File: src/rtl/azps_pkg.sv
// Shared types and constants for the azimuth position servo.
// Used by azps_div and azimuth_position_servo; depends on nothing else.
package azps_pkg;

  // Configuration port
  localparam int CFG_IDX_W  = 3;
  localparam int CFG_DATA_W = 24;

  localparam logic [CFG_IDX_W-1:0] REG_PGAIN    = 3'd0;
  localparam logic [CFG_IDX_W-1:0] REG_DGAIN    = 3'd1;
  localparam logic [CFG_IDX_W-1:0] REG_IGAIN    = 3'd2;
  localparam logic [CFG_IDX_W-1:0] REG_SOFTEN   = 3'd3;
  localparam logic [CFG_IDX_W-1:0] REG_MODE     = 3'd4;
  localparam logic [CFG_IDX_W-1:0] REG_FULLSCL  = 3'd5;
  localparam logic [CFG_IDX_W-1:0] REG_MANUAL   = 3'd6;

  localparam logic [1:0] MODE_DIRECT   = 2'd0;
  localparam logic [1:0] MODE_POSITION = 2'd1;

  // Shared multiplier: signed operands, product kept at full width
  localparam int MUL_W  = 29;
  localparam int PROD_W = 2 * MUL_W;

  // Shared divider: signed dividend, positive divisor, one quotient bit a cycle
  localparam int DIV_NUM_W = 44;
  localparam int DIV_DEN_W = 40;
  localparam int DIV_STEPS = DIV_NUM_W;
  localparam int DIV_CNT_W = $clog2(DIV_STEPS + 1);

  // Drive value after the PID sum, Q.16
  localparam int DRIVE_W = 43;

  localparam logic signed [MUL_W-1:0] TWO_PI_Q16  = 29'sd411775;
  localparam logic signed [MUL_W-1:0] MS_PER_S    = 29'sd1000;
  localparam logic [DRIVE_W-1:0]      DEADBAND_Q16 = 43'd6553;
  localparam logic [DRIVE_W-1:0]      CAP_Q16      = 43'd64881;
  localparam logic signed [15:0]      NEAR_COUNTS  = 16'sd910;

endpackage

File: src/rtl/azimuth_position_servo.sv
// Azimuth position servo: one PID step per control tick, bearings in, PWM count out.
// Depends on azps_pkg and instantiates the shared divider azps_div.
//
//   channel  handshake              payload
//   in       in_valid / in_stall    current_bearing, target_bearing, now_ms
//   out      out_valid / out_stall  pwm_count, clockwise, velocity_estimate
//   cfg      cfg_valid / cfg_ready  cfg_index, cfg_data
//
// One shared multiplier and one 44-step restoring divider work under a sequencer.
// A position-loop beat runs the divider twice when the velocity is re-estimated and
// the integral grows, once when only one of these happens, and not at all otherwise;
// direct and idle beats skip the loop and go straight to shaping.
// in_stall is high from acceptance until the result is loaded into the output register.
// A held output only delays that load. rst is synchronous; cfg_ready is always high.
module azimuth_position_servo (
  input  logic                                  clk,
  input  logic                                  rst,
  input  logic                                  in_valid,
  output logic                                  in_stall,
  input  logic        [15:0]                    current_bearing,
  input  logic        [15:0]                    target_bearing,
  input  logic        [31:0]                    now_ms,
  output logic                                  out_valid,
  input  logic                                  out_stall,
  output logic        [15:0]                    pwm_count,
  output logic                                  clockwise,
  output logic signed [27:0]                    velocity_estimate,
  input  logic                                  cfg_valid,
  output logic                                  cfg_ready,
  input  logic        [azps_pkg::CFG_IDX_W-1:0]  cfg_index,
  input  logic        [azps_pkg::CFG_DATA_W-1:0] cfg_data
);
  import azps_pkg::*;

  localparam logic [4:0] S_IDLE     = 5'd0;
  localparam logic [4:0] S_ERR_MUL  = 5'd1;
  localparam logic [4:0] S_ERR_RAD  = 5'd2;
  localparam logic [4:0] S_DR_MUL   = 5'd3;
  localparam logic [4:0] S_DR_RAD   = 5'd4;
  localparam logic [4:0] S_VEL_MUL  = 5'd5;
  localparam logic [4:0] S_VEL_DIV  = 5'd6;
  localparam logic [4:0] S_VEL_WAIT = 5'd7;
  localparam logic [4:0] S_NEAR     = 5'd8;
  localparam logic [4:0] S_SQ_MUL   = 5'd9;
  localparam logic [4:0] S_DEN      = 5'd10;
  localparam logic [4:0] S_IG_MUL   = 5'd11;
  localparam logic [4:0] S_INT_DIV  = 5'd12;
  localparam logic [4:0] S_INT_WAIT = 5'd13;
  localparam logic [4:0] S_P_MUL    = 5'd14;
  localparam logic [4:0] S_D_MUL    = 5'd15;
  localparam logic [4:0] S_DRV      = 5'd16;
  localparam logic [4:0] S_SHAPE    = 5'd17;
  localparam logic [4:0] S_SCALE    = 5'd18;
  localparam logic [4:0] S_LOAD     = 5'd19;

  // Configuration registers
  logic        [23:0] proportional_gain;
  logic        [23:0] derivative_gain;
  logic        [23:0] integral_gain;
  logic        [23:0] integral_softening;
  logic        [1:0]  drive_mode;
  logic        [15:0] full_scale_count;
  logic signed [17:0] manual_drive;

  // Loop state
  logic        [15:0] previous_bearing;
  logic        [31:0] previous_time;
  logic signed [27:0] previous_velocity;
  logic signed [31:0] integral_term;

  // Working registers of one beat
  logic        [4:0]         state;
  logic        [15:0]        cur;
  logic        [31:0]        now_q;
  logic signed [15:0]        err_counts;
  logic signed [15:0]        dr_counts;
  logic        [31:0]        dt;
  logic signed [18:0]        err;
  logic signed [18:0]        dr;
  logic signed [27:0]        vel;
  logic        [DIV_DEN_W-1:0] den;
  logic signed [PROD_W-1:0]  prod;
  logic signed [PROD_W-1:0]  acc;
  logic signed [DRIVE_W-1:0] drive;
  logic        [15:0]        mag;
  logic                      cw;

  // Datapath
  logic signed [MUL_W-1:0]     mul_a;
  logic signed [MUL_W-1:0]     mul_b;
  logic signed [PROD_W-1:0]    prod_rnd;
  logic signed [18:0]          rad;
  logic                        div_start;
  logic signed [DIV_NUM_W-1:0] div_num;
  logic        [DIV_DEN_W-1:0] div_den;
  logic                        div_done;
  logic signed [DIV_NUM_W-1:0] div_q;
  logic signed [27:0]          vel_sat;
  logic signed [DIV_NUM_W:0]   inc;
  logic signed [DIV_NUM_W:0]   int_sum;
  logic signed [31:0]          int_sat;
  logic        [DIV_DEN_W-1:0] den_sum;
  logic signed [PROD_W-1:0]    diff;
  logic signed [DRIVE_W-1:0]   drive_sum;
  logic        [DRIVE_W-1:0]   drive_abs;
  logic signed [15:0]          wrap_err;
  logic signed [15:0]          wrap_dr;
  logic                        load_out;

  assign cfg_ready = 1'b1;
  assign in_stall  = (state != S_IDLE);
  assign load_out  = (state == S_LOAD) && (!out_valid || !out_stall);

  // Bearing differences wrap modulo a turn; half a turn reads as -pi.
  assign wrap_err = $signed(target_bearing - current_bearing);
  assign wrap_dr  = $signed(current_bearing - previous_bearing);

  always_comb begin
    mul_a = '0;
    mul_b = '0;
    case (state)
      S_ERR_MUL: begin
        mul_a = MUL_W'(err_counts);
        mul_b = TWO_PI_Q16;
      end
      S_DR_MUL: begin
        mul_a = MUL_W'(dr_counts);
        mul_b = TWO_PI_Q16;
      end
      S_VEL_MUL: begin
        mul_a = MUL_W'(dr);
        mul_b = MS_PER_S;
      end
      S_SQ_MUL: begin
        mul_a = MUL_W'(vel);
        mul_b = MUL_W'(vel);
      end
      S_IG_MUL: begin
        mul_a = $signed({5'd0, integral_gain});
        mul_b = MUL_W'(err);
      end
      S_P_MUL: begin
        mul_a = $signed({5'd0, proportional_gain});
        mul_b = MUL_W'(err);
      end
      S_D_MUL: begin
        mul_a = $signed({5'd0, derivative_gain});
        mul_b = MUL_W'(vel);
      end
      // The scaled count is held while the output register is still occupied.
      S_SCALE, S_LOAD: begin
        mul_a = $signed({13'd0, mag});
        mul_b = $signed({13'd0, full_scale_count});
      end
      default: begin
        mul_a = '0;
        mul_b = '0;
      end
    endcase
  end

  // Counts to Q.16 radians, rounded then floored.
  assign prod_rnd = prod + PROD_W'(32768);
  assign rad      = prod_rnd[34:16];

  assign div_start = (state == S_VEL_DIV) || (state == S_INT_DIV);
  assign div_num   = prod[DIV_NUM_W-1:0];
  assign div_den   = (state == S_VEL_DIV) ? {{(DIV_DEN_W-32){1'b0}}, dt} : den;

  azps_div u_div (
    .clk      (clk),
    .rst      (rst),
    .start    (div_start),
    .dividend (div_num),
    .divisor  (div_den),
    .done     (div_done),
    .quotient (div_q)
  );

  always_comb begin
    if (div_q > DIV_NUM_W'(134217727)) begin
      vel_sat = 28'sh7FFFFFF;
    end else if (div_q < -$signed(DIV_NUM_W'(134217728))) begin
      vel_sat = $signed(28'h8000000);
    end else begin
      vel_sat = div_q[27:0];
    end
  end

  // The increment takes the sign of the velocity as well as that of the error.
  assign inc     = vel[27] ? -$signed({div_q[DIV_NUM_W-1], div_q})
                           : $signed({div_q[DIV_NUM_W-1], div_q});
  assign int_sum = (DIV_NUM_W+1)'(integral_term) + inc;

  always_comb begin
    if (int_sum > (DIV_NUM_W+1)'(32'sh7FFFFFFF)) begin
      int_sat = 32'sh7FFFFFFF;
    end else if (int_sum < (DIV_NUM_W+1)'($signed(32'h80000000))) begin
      int_sat = $signed(32'h80000000);
    end else begin
      int_sat = int_sum[31:0];
    end
  end

  // Velocity squared is never negative, so the floor shift is a plain slice.
  assign den_sum = prod[DIV_DEN_W+15:16] + {{(DIV_DEN_W-24){1'b0}}, integral_softening};

  assign diff      = acc - prod;
  assign drive_sum = DRIVE_W'(diff >>> 16) + DRIVE_W'(integral_term);
  assign drive_abs = drive[DRIVE_W-1] ? DRIVE_W'(-drive) : DRIVE_W'(drive);

  always_ff @(posedge clk) begin
    if (rst) begin
      state              <= S_IDLE;
      out_valid          <= 1'b0;
      proportional_gain  <= 24'd163840;
      derivative_gain    <= 24'd14418;
      integral_gain      <= 24'd19661;
      integral_softening <= 24'd65536;
      drive_mode         <= MODE_DIRECT;
      full_scale_count   <= 16'd19000;
      manual_drive       <= '0;
      previous_bearing   <= '0;
      previous_time      <= '0;
      previous_velocity  <= '0;
      integral_term      <= '0;
    end else begin
      if (cfg_valid && cfg_ready) begin
        case (cfg_index)
          REG_PGAIN:   proportional_gain  <= cfg_data;
          REG_DGAIN:   derivative_gain    <= cfg_data;
          REG_IGAIN:   integral_gain      <= cfg_data;
          REG_SOFTEN:  integral_softening <= cfg_data;
          REG_MODE:    drive_mode         <= cfg_data[1:0];
          REG_FULLSCL: full_scale_count   <= cfg_data[15:0];
          REG_MANUAL:  manual_drive       <= $signed(cfg_data[17:0]);
          default:     ;
        endcase
      end

      if (load_out) begin
        out_valid <= 1'b1;
      end else if (out_valid && !out_stall) begin
        out_valid <= 1'b0;
      end

      case (state)
        S_IDLE: begin
          if (in_valid) begin
            if (drive_mode == MODE_POSITION) begin
              state <= S_ERR_MUL;
            end else begin
              state <= S_SHAPE;
            end
          end
        end
        S_ERR_MUL: state <= S_ERR_RAD;
        S_ERR_RAD: state <= (dt != '0) ? S_DR_MUL : S_NEAR;
        S_DR_MUL:  state <= S_DR_RAD;
        S_DR_RAD:  state <= S_VEL_MUL;
        S_VEL_MUL: state <= S_VEL_DIV;
        S_VEL_DIV: state <= S_VEL_WAIT;
        S_VEL_WAIT: begin
          if (div_done) begin
            previous_bearing  <= cur;
            previous_time     <= now_q;
            previous_velocity <= vel_sat;
            state             <= S_NEAR;
          end
        end
        S_NEAR: begin
          if (err_counts <= NEAR_COUNTS && err_counts >= -NEAR_COUNTS) begin
            state <= S_SQ_MUL;
          end else begin
            integral_term <= '0;
            state         <= S_P_MUL;
          end
        end
        S_SQ_MUL:  state <= S_DEN;
        S_DEN:     state <= S_IG_MUL;
        S_IG_MUL:  state <= S_INT_DIV;
        S_INT_DIV: state <= S_INT_WAIT;
        S_INT_WAIT: begin
          if (div_done) begin
            integral_term <= int_sat;
            state         <= S_P_MUL;
          end
        end
        S_P_MUL: state <= S_D_MUL;
        S_D_MUL: state <= S_DRV;
        S_DRV:   state <= S_SHAPE;
        S_SHAPE: state <= S_SCALE;
        S_SCALE: state <= S_LOAD;
        S_LOAD: begin
          if (load_out) begin
            state <= S_IDLE;
          end
        end
        default: state <= S_IDLE;
      endcase
    end
  end

  // Payload registers of the beat in progress and of the output stage.
  always_ff @(posedge clk) begin
    prod <= mul_a * mul_b;
    case (state)
      S_IDLE: begin
        cur        <= current_bearing;
        now_q      <= now_ms;
        err_counts <= wrap_err;
        dr_counts  <= wrap_dr;
        dt         <= now_ms - previous_time;
        vel        <= previous_velocity;
        if (drive_mode == MODE_DIRECT) begin
          drive <= DRIVE_W'(manual_drive);
        end else begin
          drive <= '0;
        end
      end
      S_ERR_RAD: err <= rad;
      S_DR_RAD:  dr  <= rad;
      S_VEL_WAIT: begin
        if (div_done) begin
          vel <= vel_sat;
        end
      end
      S_DEN: den <= (den_sum == '0) ? DIV_DEN_W'(1) : den_sum;
      S_D_MUL: acc <= prod;
      S_DRV:   drive <= drive_sum;
      S_SHAPE: begin
        // Inside the deadband the count is zero and the direction reads clockwise.
        if (drive_abs <= DEADBAND_Q16) begin
          mag <= '0;
          cw  <= 1'b1;
        end else begin
          mag <= (drive_abs > CAP_Q16) ? CAP_Q16[15:0] : drive_abs[15:0];
          cw  <= !drive[DRIVE_W-1];
        end
      end
      default: ;
    endcase
    if (load_out) begin
      pwm_count         <= prod[31:16];
      clockwise         <= cw;
      velocity_estimate <= vel;
    end
  end

endmodule

File: src/rtl/azps_div.sv
// Restoring divider shared by the velocity and integral steps of the servo.
// Signed dividend, positive divisor, quotient truncated toward zero.
// Depends on azps_pkg for its widths.
module azps_div (
  input  logic                                 clk,
  input  logic                                 rst,
  input  logic                                 start,
  input  logic signed [azps_pkg::DIV_NUM_W-1:0] dividend,
  input  logic        [azps_pkg::DIV_DEN_W-1:0] divisor,
  output logic                                 done,
  output logic signed [azps_pkg::DIV_NUM_W-1:0] quotient
);
  import azps_pkg::*;

  logic [DIV_NUM_W-1:0] num;
  logic [DIV_DEN_W-1:0] rem;
  logic [DIV_DEN_W-1:0] dvs;
  logic [DIV_CNT_W-1:0] cnt;
  logic                 neg;
  logic [DIV_DEN_W:0]   shifted;
  logic [DIV_DEN_W+1:0] trial;
  logic                 fits;
  logic [DIV_NUM_W-1:0] dividend_mag;

  assign dividend_mag = dividend[DIV_NUM_W-1] ? DIV_NUM_W'(-dividend) : DIV_NUM_W'(dividend);
  assign shifted      = {rem, num[DIV_NUM_W-1]};
  assign trial        = {1'b0, shifted} - {2'b00, dvs};
  assign fits         = !trial[DIV_DEN_W+1];
  assign quotient     = neg ? -$signed(num) : $signed(num);

  always_ff @(posedge clk) begin
    if (rst) begin
      cnt  <= '0;
      done <= 1'b0;
    end else begin
      done <= (cnt == DIV_CNT_W'(1));
      if (start) begin
        cnt <= DIV_CNT_W'(DIV_STEPS);
      end else if (cnt != '0) begin
        cnt <= cnt - DIV_CNT_W'(1);
      end
    end
  end

  // The dividend register shifts out from the top while quotient bits enter below.
  always_ff @(posedge clk) begin
    if (start) begin
      num <= dividend_mag;
      rem <= '0;
      dvs <= divisor;
      neg <= dividend[DIV_NUM_W-1];
    end else if (cnt != '0) begin
      rem <= fits ? trial[DIV_DEN_W-1:0] : shifted[DIV_DEN_W-1:0];
      num <= {num[DIV_NUM_W-2:0], fits};
    end
  end

endmodule

File: config.mk
export PLATFORM = sky130hd
export DESIGN_NAME = azimuth_position_servo
export DESIGN_NICKNAME = d
export VERILOG_FILES = /design/src/rtl/azps_pkg.sv /design/src/rtl/azimuth_position_servo.sv /design/src/rtl/azps_div.sv
export SDC_FILE = /design/constraint.sdc
export NUM_CORES = 2
export LEC_CHECK = 0
export ABC_AREA = 1
export BUFFER_PORTS_ARGS = -buffer_cell sky130_fd_sc_hd__buf_2
export CAP_MARGIN = 20
export CORE_ASPECT_RATIO = 0.5
export CORE_MARGIN = 8
export CORE_UTILIZATION = 40
export CTS_CLUSTER_SIZE = 25
export DETAILED_ROUTE_END_ITERATION = 7
export GPL_TIMING_DRIVEN = 0
export PLACE_DENSITY_LB_ADDON = 0.15
export SETUP_SLACK_MARGIN = 0.02
export SLEW_MARGIN = 25
export SYNTH_ARGS = -nofsm -noshare
export SYNTH_HDL_FRONTEND = slang
export SYNTH_SLANG_ARGS = --single-unit
File: constraint.sdc
create_clock -name clk -period 30.9 [get_ports clk]
set_input_delay 6.18 -clock clk [delete_from_list [all_inputs] [get_ports clk]]
set_output_delay 6.18 -clock clk [all_outputs]
set_load 0.02 [all_outputs]
# Word level (Yosys, flattened, before mapping)
# Cells that the tools add are included.
# totals
reg_bits,817
in_bits,96
elab_cells,166
# op_classes
n_reduce_logical,38
n_lt_le_gt_ge,8
eq_ne,32
n_addsub,14
multipliers,1
muxes,34
# ops
op,n
29-bit one-hot mux with 8 select lines,1
44-bit 2-to-1 mux,4
32-bit 2-to-1 mux,5
29-bit one-hot mux with 5 select lines,1
5-bit one-hot mux with 20 select lines,1
44-bit negator,2
43-bit 2-to-1 mux,2
43-bit one-hot mux with 2 select lines,1
28-bit 2-to-1 mux,3
32-bit one-hot mux with 2 select lines,1
29-bit by 29-bit multiplier with 58-bit output,1
58-bit subtractor,1
28-bit one-hot mux with 2 select lines,1
32-bit by 45-bit adder with 45-bit output,1
"45-bit by 32-bit > comparator with 1-bit output, second input constant",1
"45-bit by 32-bit less-than comparator with 1-bit output, second input constant",1
45-bit 2-to-1 mux,1
44-bit negator with 45-bit output,1
"44-bit by 28-bit > comparator with 1-bit output, second input constant",1
"44-bit by 28-bit less-than comparator with 1-bit output, second input constant",1
42-bit by 32-bit adder with 43-bit output,1
"43-bit by 16-bit > comparator with 1-bit output, second input constant",1
"43-bit by 13-bit less-or-equal comparator with 1-bit output, second input constant",1
43-bit negator,1
42 further kinds,92

# Longest topological paths before layout
# logic_depth
depth_word,10
depth_mapped,43
mapped_depth_nobuf,42

# Hierarchy
# A second synthesis with hierarchy kept.
# hier_totals
cells_unflattened,10948
hier_area_um2,84154.5
# by_module_without_submodules
module,area_per_inst_um2,seq_area_each_um2,n_inst,cells_each
azimuth_position_servo,72450.7,17526.8,1,9101
azps_div,11703.7,3493.4,1,1847

# Worst setup path after synthesis
# No wires, ideal clock.
# synth_timing
path_type,flip-flop to output port
from,register state[1]
to,output port in_stall
path_stages_with_launch,7
arrival_ns,8.598
slack_ns,16.122
cell_sequence,dfxtp_1 -> nor2_1 -> inv_1 -> nor2_1 -> inv_1 -> nor2_1 -> inv_1
# synth_between
elab_chain_len,1
# synth_lines
item,line,source
"start, declared",azimuth_position_servo.sv:72,logic [4:0] state;
"start signal, assigned",azimuth_position_servo.sv:258,S_ERR_RAD: state <= (dt != '0) ? S_DR_MUL : S_NEAR;
5-bit nonzero test,azimuth_position_servo.sv:111,assign in_stall = (state != S_IDLE);
"end, declared",azimuth_position_servo.sv:19,"output logic in_stall,"
# No other way between the ends.

# Final worst setup path
# layout_timing
from,register state[4]
to,register prod[54]
# layout_between
elab_chain_len,4
# layout_lines
item,line,source
5-bit equality test (tied with other cells),azimuth_position_servo.sv:121,case (state)
"2-bit OR reduction, on equally long branches",--,
29-bit one-hot mux with 8 select lines or 29-bit one-hot mux with 5 select lines (tied branches),azimuth_position_servo.sv:121,
29-bit by 29-bit multiplier with 58-bit output *,azimuth_position_servo.sv:306,prod <= mul_a * mul_b;
"end signal, assigned",azimuth_position_servo.sv:306,
"end, declared",azimuth_position_servo.sv:82,logic signed [PROD_W-1:0] prod;
# Mark *: on every way between the ends. The rest lies on a longest branch, timed or not.
# A chain may end at the register's enable or synchronous reset.

==> impl_metrics.json <==
{
  "status": "finished clean",
  "area_growth_syn_to_layout_pct": 9.68,
  "cts.hold.buffers_added": 0,
  "period_minus_slack_ns": 13.06,
  "powerDensity_mw_per_mm2": 83.0,
  "timing.critical_path.slowest_cell_delay_ns": 1.05,
  "cts.clk_slew.worst_paths_ns": 0.06,
  "drive_gt1_frac": 0.0452,
  "synth_cell_types": 71,
  "synth_enable_flop_cells": 466,
  "worst_clock_skew_ns": 0.0513,
  "yosys_warnings": 0,
  "cts_resized": 0,
  "setup_viol": 0,
  "area_of_the_multi_input_gates_sq_mm": 0.0519,
  "layout.nets": 12300,
  "cp-startpoint": "state[4]",
  "grt_use_total": 0.287,
  "required_time_at_the_worst_slack_endpoint_ns": 31.41,
  "synth-seq-cells": 817,
  "core_region_area_sq_mm": 0.206,
  "final_antenna_net_count": 0,
  "instances_no_fill": 13800,
  "synth_seq_area_share": 0.254,
  "timing.hold.worst.class": "register to register",
  "num-fill-cells": 21400,
  "synth_most_common_cell": "sky130_fd_sc_hd__nand2_1",
  "fp-row-count": 118,
  "dr_iter_0_viols": 7189,
  "peakVddDrop_v": 0.0000435,
  "synth_common_cells": "2318 x sky130_fd_sc_hd__nand2_1, 2295 x sky130_fd_sc_hd__inv_1, 1012 x sky130_fd_sc_hd__nor2_1",
  "detailed_place_hpwl_um": 270000,
  "number_of_cells_after_detailed_placement": 13600,
  "synth_async_sr_flop_share": 0,
  "clock-sinks": 817,
  "fmaxAchievable_ghz": 0.0766,
  "synth_area_sq_mm": 0.0826,
  "postCtsSetupRepairBufs": 0,
  "timing.critical_path.from_type": "register",
  "worst-endpoint-arrival_ns": 13.57,
  "design.die.area_sq_mm": 0.222,
  "pin_count": 144,
  "cts_tree": "done",
  "critical_path.reg2reg.startpoint": "state[4]",
  "cell_type_contributing_the_most_total_cell_area_after_synthesis": "sky130_fd_sc_hd__fa_1",
  "routabilityCongestion": 0.993,
  "die_h_um": 337,
  "cellLeakagePower_nw": 44.4,
  "port_buffers": 142,
  "finalHoldWorstSlack_ns": 0.437,
  "firstDrtPassIters": 6,
  "cts_buf_count": 90,
  "post_route_drc_violation_count": 0,
  "endpoint_kind": "register",
  "totalNegativeSetupSlack_ns": 0,
  "clkLatencyLatePin_ns": 0.74,
  "root_buffer": "sky130_fd_sc_hd__clkbuf_16",
  "max_cap_violations": 0,
  "grt_pass1_vias": 70600,
  "syn_avg_cell_area_sq_um": 7.75,
  "vias": 72200,
  "timing.reg2reg.setup_slack_ns": 17.84,
  "netlist.area_leader.share": 0.216,
  "die_x_um": 659,
  "drt-vias-per-instance": 5.25,
  "timing.final.max_slew_violations": 0,
  "number_of_buffers_between_clock_root_and_the_deepest_sink": 3,
  "rsz0062_at_grt": "no",
  "grt.overflow.total": 0,
  "crit_type": "register to register",
  "synth.top_cells.by_area": "sky130_fd_sc_hd__fa_1 22%, sky130_fd_sc_hd__edfxtp_1 17%, sky130_fd_sc_hd__nand2_1 11%",
  "grt_antenna_before_repair": 26,
  "layout_worst_path_cycle_share": 0.423,
  "worstMarginPinSlew_ns": 1.20,
  "worst_slew_margin_rel": 0.196,
  "crit_path_top_delay_cell": "sky130_fd_sc_hd__fa_1",
  "wl_per_cell_um": 23.5,
  "syn_inst": 10700,
  "timing_hold_violations_final": 0,
  "holdCritStartpoint": "prod[0]",
  "grt_pass1_wl_um": 473000,
  "layout.area.seq_sq_mm": 0.0210,
  "synth.net_count": 12100,
  "cts-htree-levels": 3,
  "grt_start_max_net_pins": 47,
  "start_util": 0.401,
  "most_used_dff_post_synth": "sky130_fd_sc_hd__edfxtp_1",
  "cp_common_cell": "sky130_fd_sc_hd__inv_1",
  "finalWirelength_um": 323000,
  "path_max_fanout": 10
}
## metal layers
layer | up-vias | GRT usage | share of wire
li1 | 33700 | - | -
met5 | - | 0 | 0.000096
met1 | 35300 | 0.414 | 0.46
met2 | 2682 | 0.432 | 0.42
met4 | 6 | 0.0867 | 0.033
met3 | 472 | 0.0590 | 0.088
## final cells by class
class | instances | share of cell area
flip-flops and latches | 817 | 0.232
repair buffers | 158 | 0.0120
plain buffers | 285 | 0.0132
inverters | 2320 | 0.0961
clock inverters | 53 | 0.00792
multi-input cells | 7235 | 0.572
well taps | 2760 | 0.0381
diodes | 14 | 0.000387
clock buffers | 117 | 0.0280
## worst max-delay path: cells and delay by family (launching register included)
kind	cells	cell delay [ns]
buf+inv	12	2.65
xor+xnor	1	0.89
compound gates	5	1.51
flops	1	0.38
simple gates	7	1.91
fa+ha+maj	9	5.44
## where the power goes
| part | total (mW) | internal [mW] | switching [mW] |
|---|---|---|---|
| Sequential | 1.76 | 1.49 | 0.270 |
| Combinational | 4.57 | 1.31 | 3.26 |
| Clock | 1.19 | 0.687 | 0.499 |
| Total | 7.52 | 3.49 | 4.02 |
## flip-flops by register name, summed over array words and instances, names as in the netlist, 40 cells and up
signal / count
prod: 58
u_div.rem: 40
u_div.num: 44
u_div.dvs: 40
den: 40
acc: 58
drive: 43
## per-stage QoR
step	setup slack, ns	utilization	area (sq um)	power [mW]
finish	17.84	0.440	90600	7.52
global route	17.41	0.440	90600	8.02
global placement	10.22	0.421	86800	6.22
detailed placement	18.18	0.424	87300	6.25
floorplan	16.12	-	82600	4.44
CTS	18.12	0.439	90600	7.45
## cell usage in the layout (no fill, tap or decap), types with 18 or more instances in the layout
master,netlist,layout
sky130_fd_sc_hd__xnor2_1,136,135
sky130_fd_sc_hd__a221oi_1,47,47
sky130_fd_sc_hd__nor4_1,41,41
sky130_fd_sc_hd__fa_1,890,890
sky130_fd_sc_hd__nand2_1,2318,2317
sky130_fd_sc_hd__o211ai_1,37,37
sky130_fd_sc_hd__buf_2,42,184
sky130_fd_sc_hd__clkinv_1,14,22
sky130_fd_sc_hd__ha_1,444,444
sky130_fd_sc_hd__a21o_1,25,25
sky130_fd_sc_hd__clkbuf_1,225,229
sky130_fd_sc_hd__nor2_1,1012,1004
sky130_fd_sc_hd__o31ai_1,21,21
sky130_fd_sc_hd__o21ai_1,35,33
sky130_fd_sc_hd__edfxtp_1,466,466
sky130_fd_sc_hd__o22ai_1,19,18
sky130_fd_sc_hd__o21ai_0,572,572
sky130_fd_sc_hd__nand2_2,20,21
sky130_fd_sc_hd__clkbuf_16,0,92
sky130_fd_sc_hd__nand4_1,95,95
sky130_fd_sc_hd__nor2_2,24,27
sky130_fd_sc_hd__nor3_1,88,87
sky130_fd_sc_hd__xor2_1,274,273
sky130_fd_sc_hd__a31oi_1,81,81
sky130_fd_sc_hd__o21bai_1,22,22
sky130_fd_sc_hd__dfxtp_1,351,350
sky130_fd_sc_hd__inv_1,2295,2293
sky130_fd_sc_hd__a21oi_1,586,584
sky130_fd_sc_hd__nand3_1,260,259
sky130_fd_sc_hd__o21a_1,28,28
## path summary, 6_finish.rpt
kind,endpoint,depth (start not counted)
setup / recovery,prod[54],34
setup reg to reg,prod[54],34
hold reg to reg,acc[0],0
hold / removal,acc[0],0
## logic make-up (layout without fill, tap and decap cells)
| kind of cell | after synthesis | after routing | share of synthesized area |
|---|---|---|---|
| xor gates and xnor gates | 410 | 410 | 0.0435 |
| buffers and inverters | 2605 | 2933 | 0.120 |
| AOI/OAI and AO/OA | 1571 | 1571 | 0.107 |
| DFF | 817 | 817 | 0.254 |
| other | 1 | 15 | 0.0000454 |
| and+or+nand+nor | 3919 | 3919 | 0.192 |
| adders and majority gates | 1334 | 1334 | 0.283 |
(Power assumes the default switching activity.)
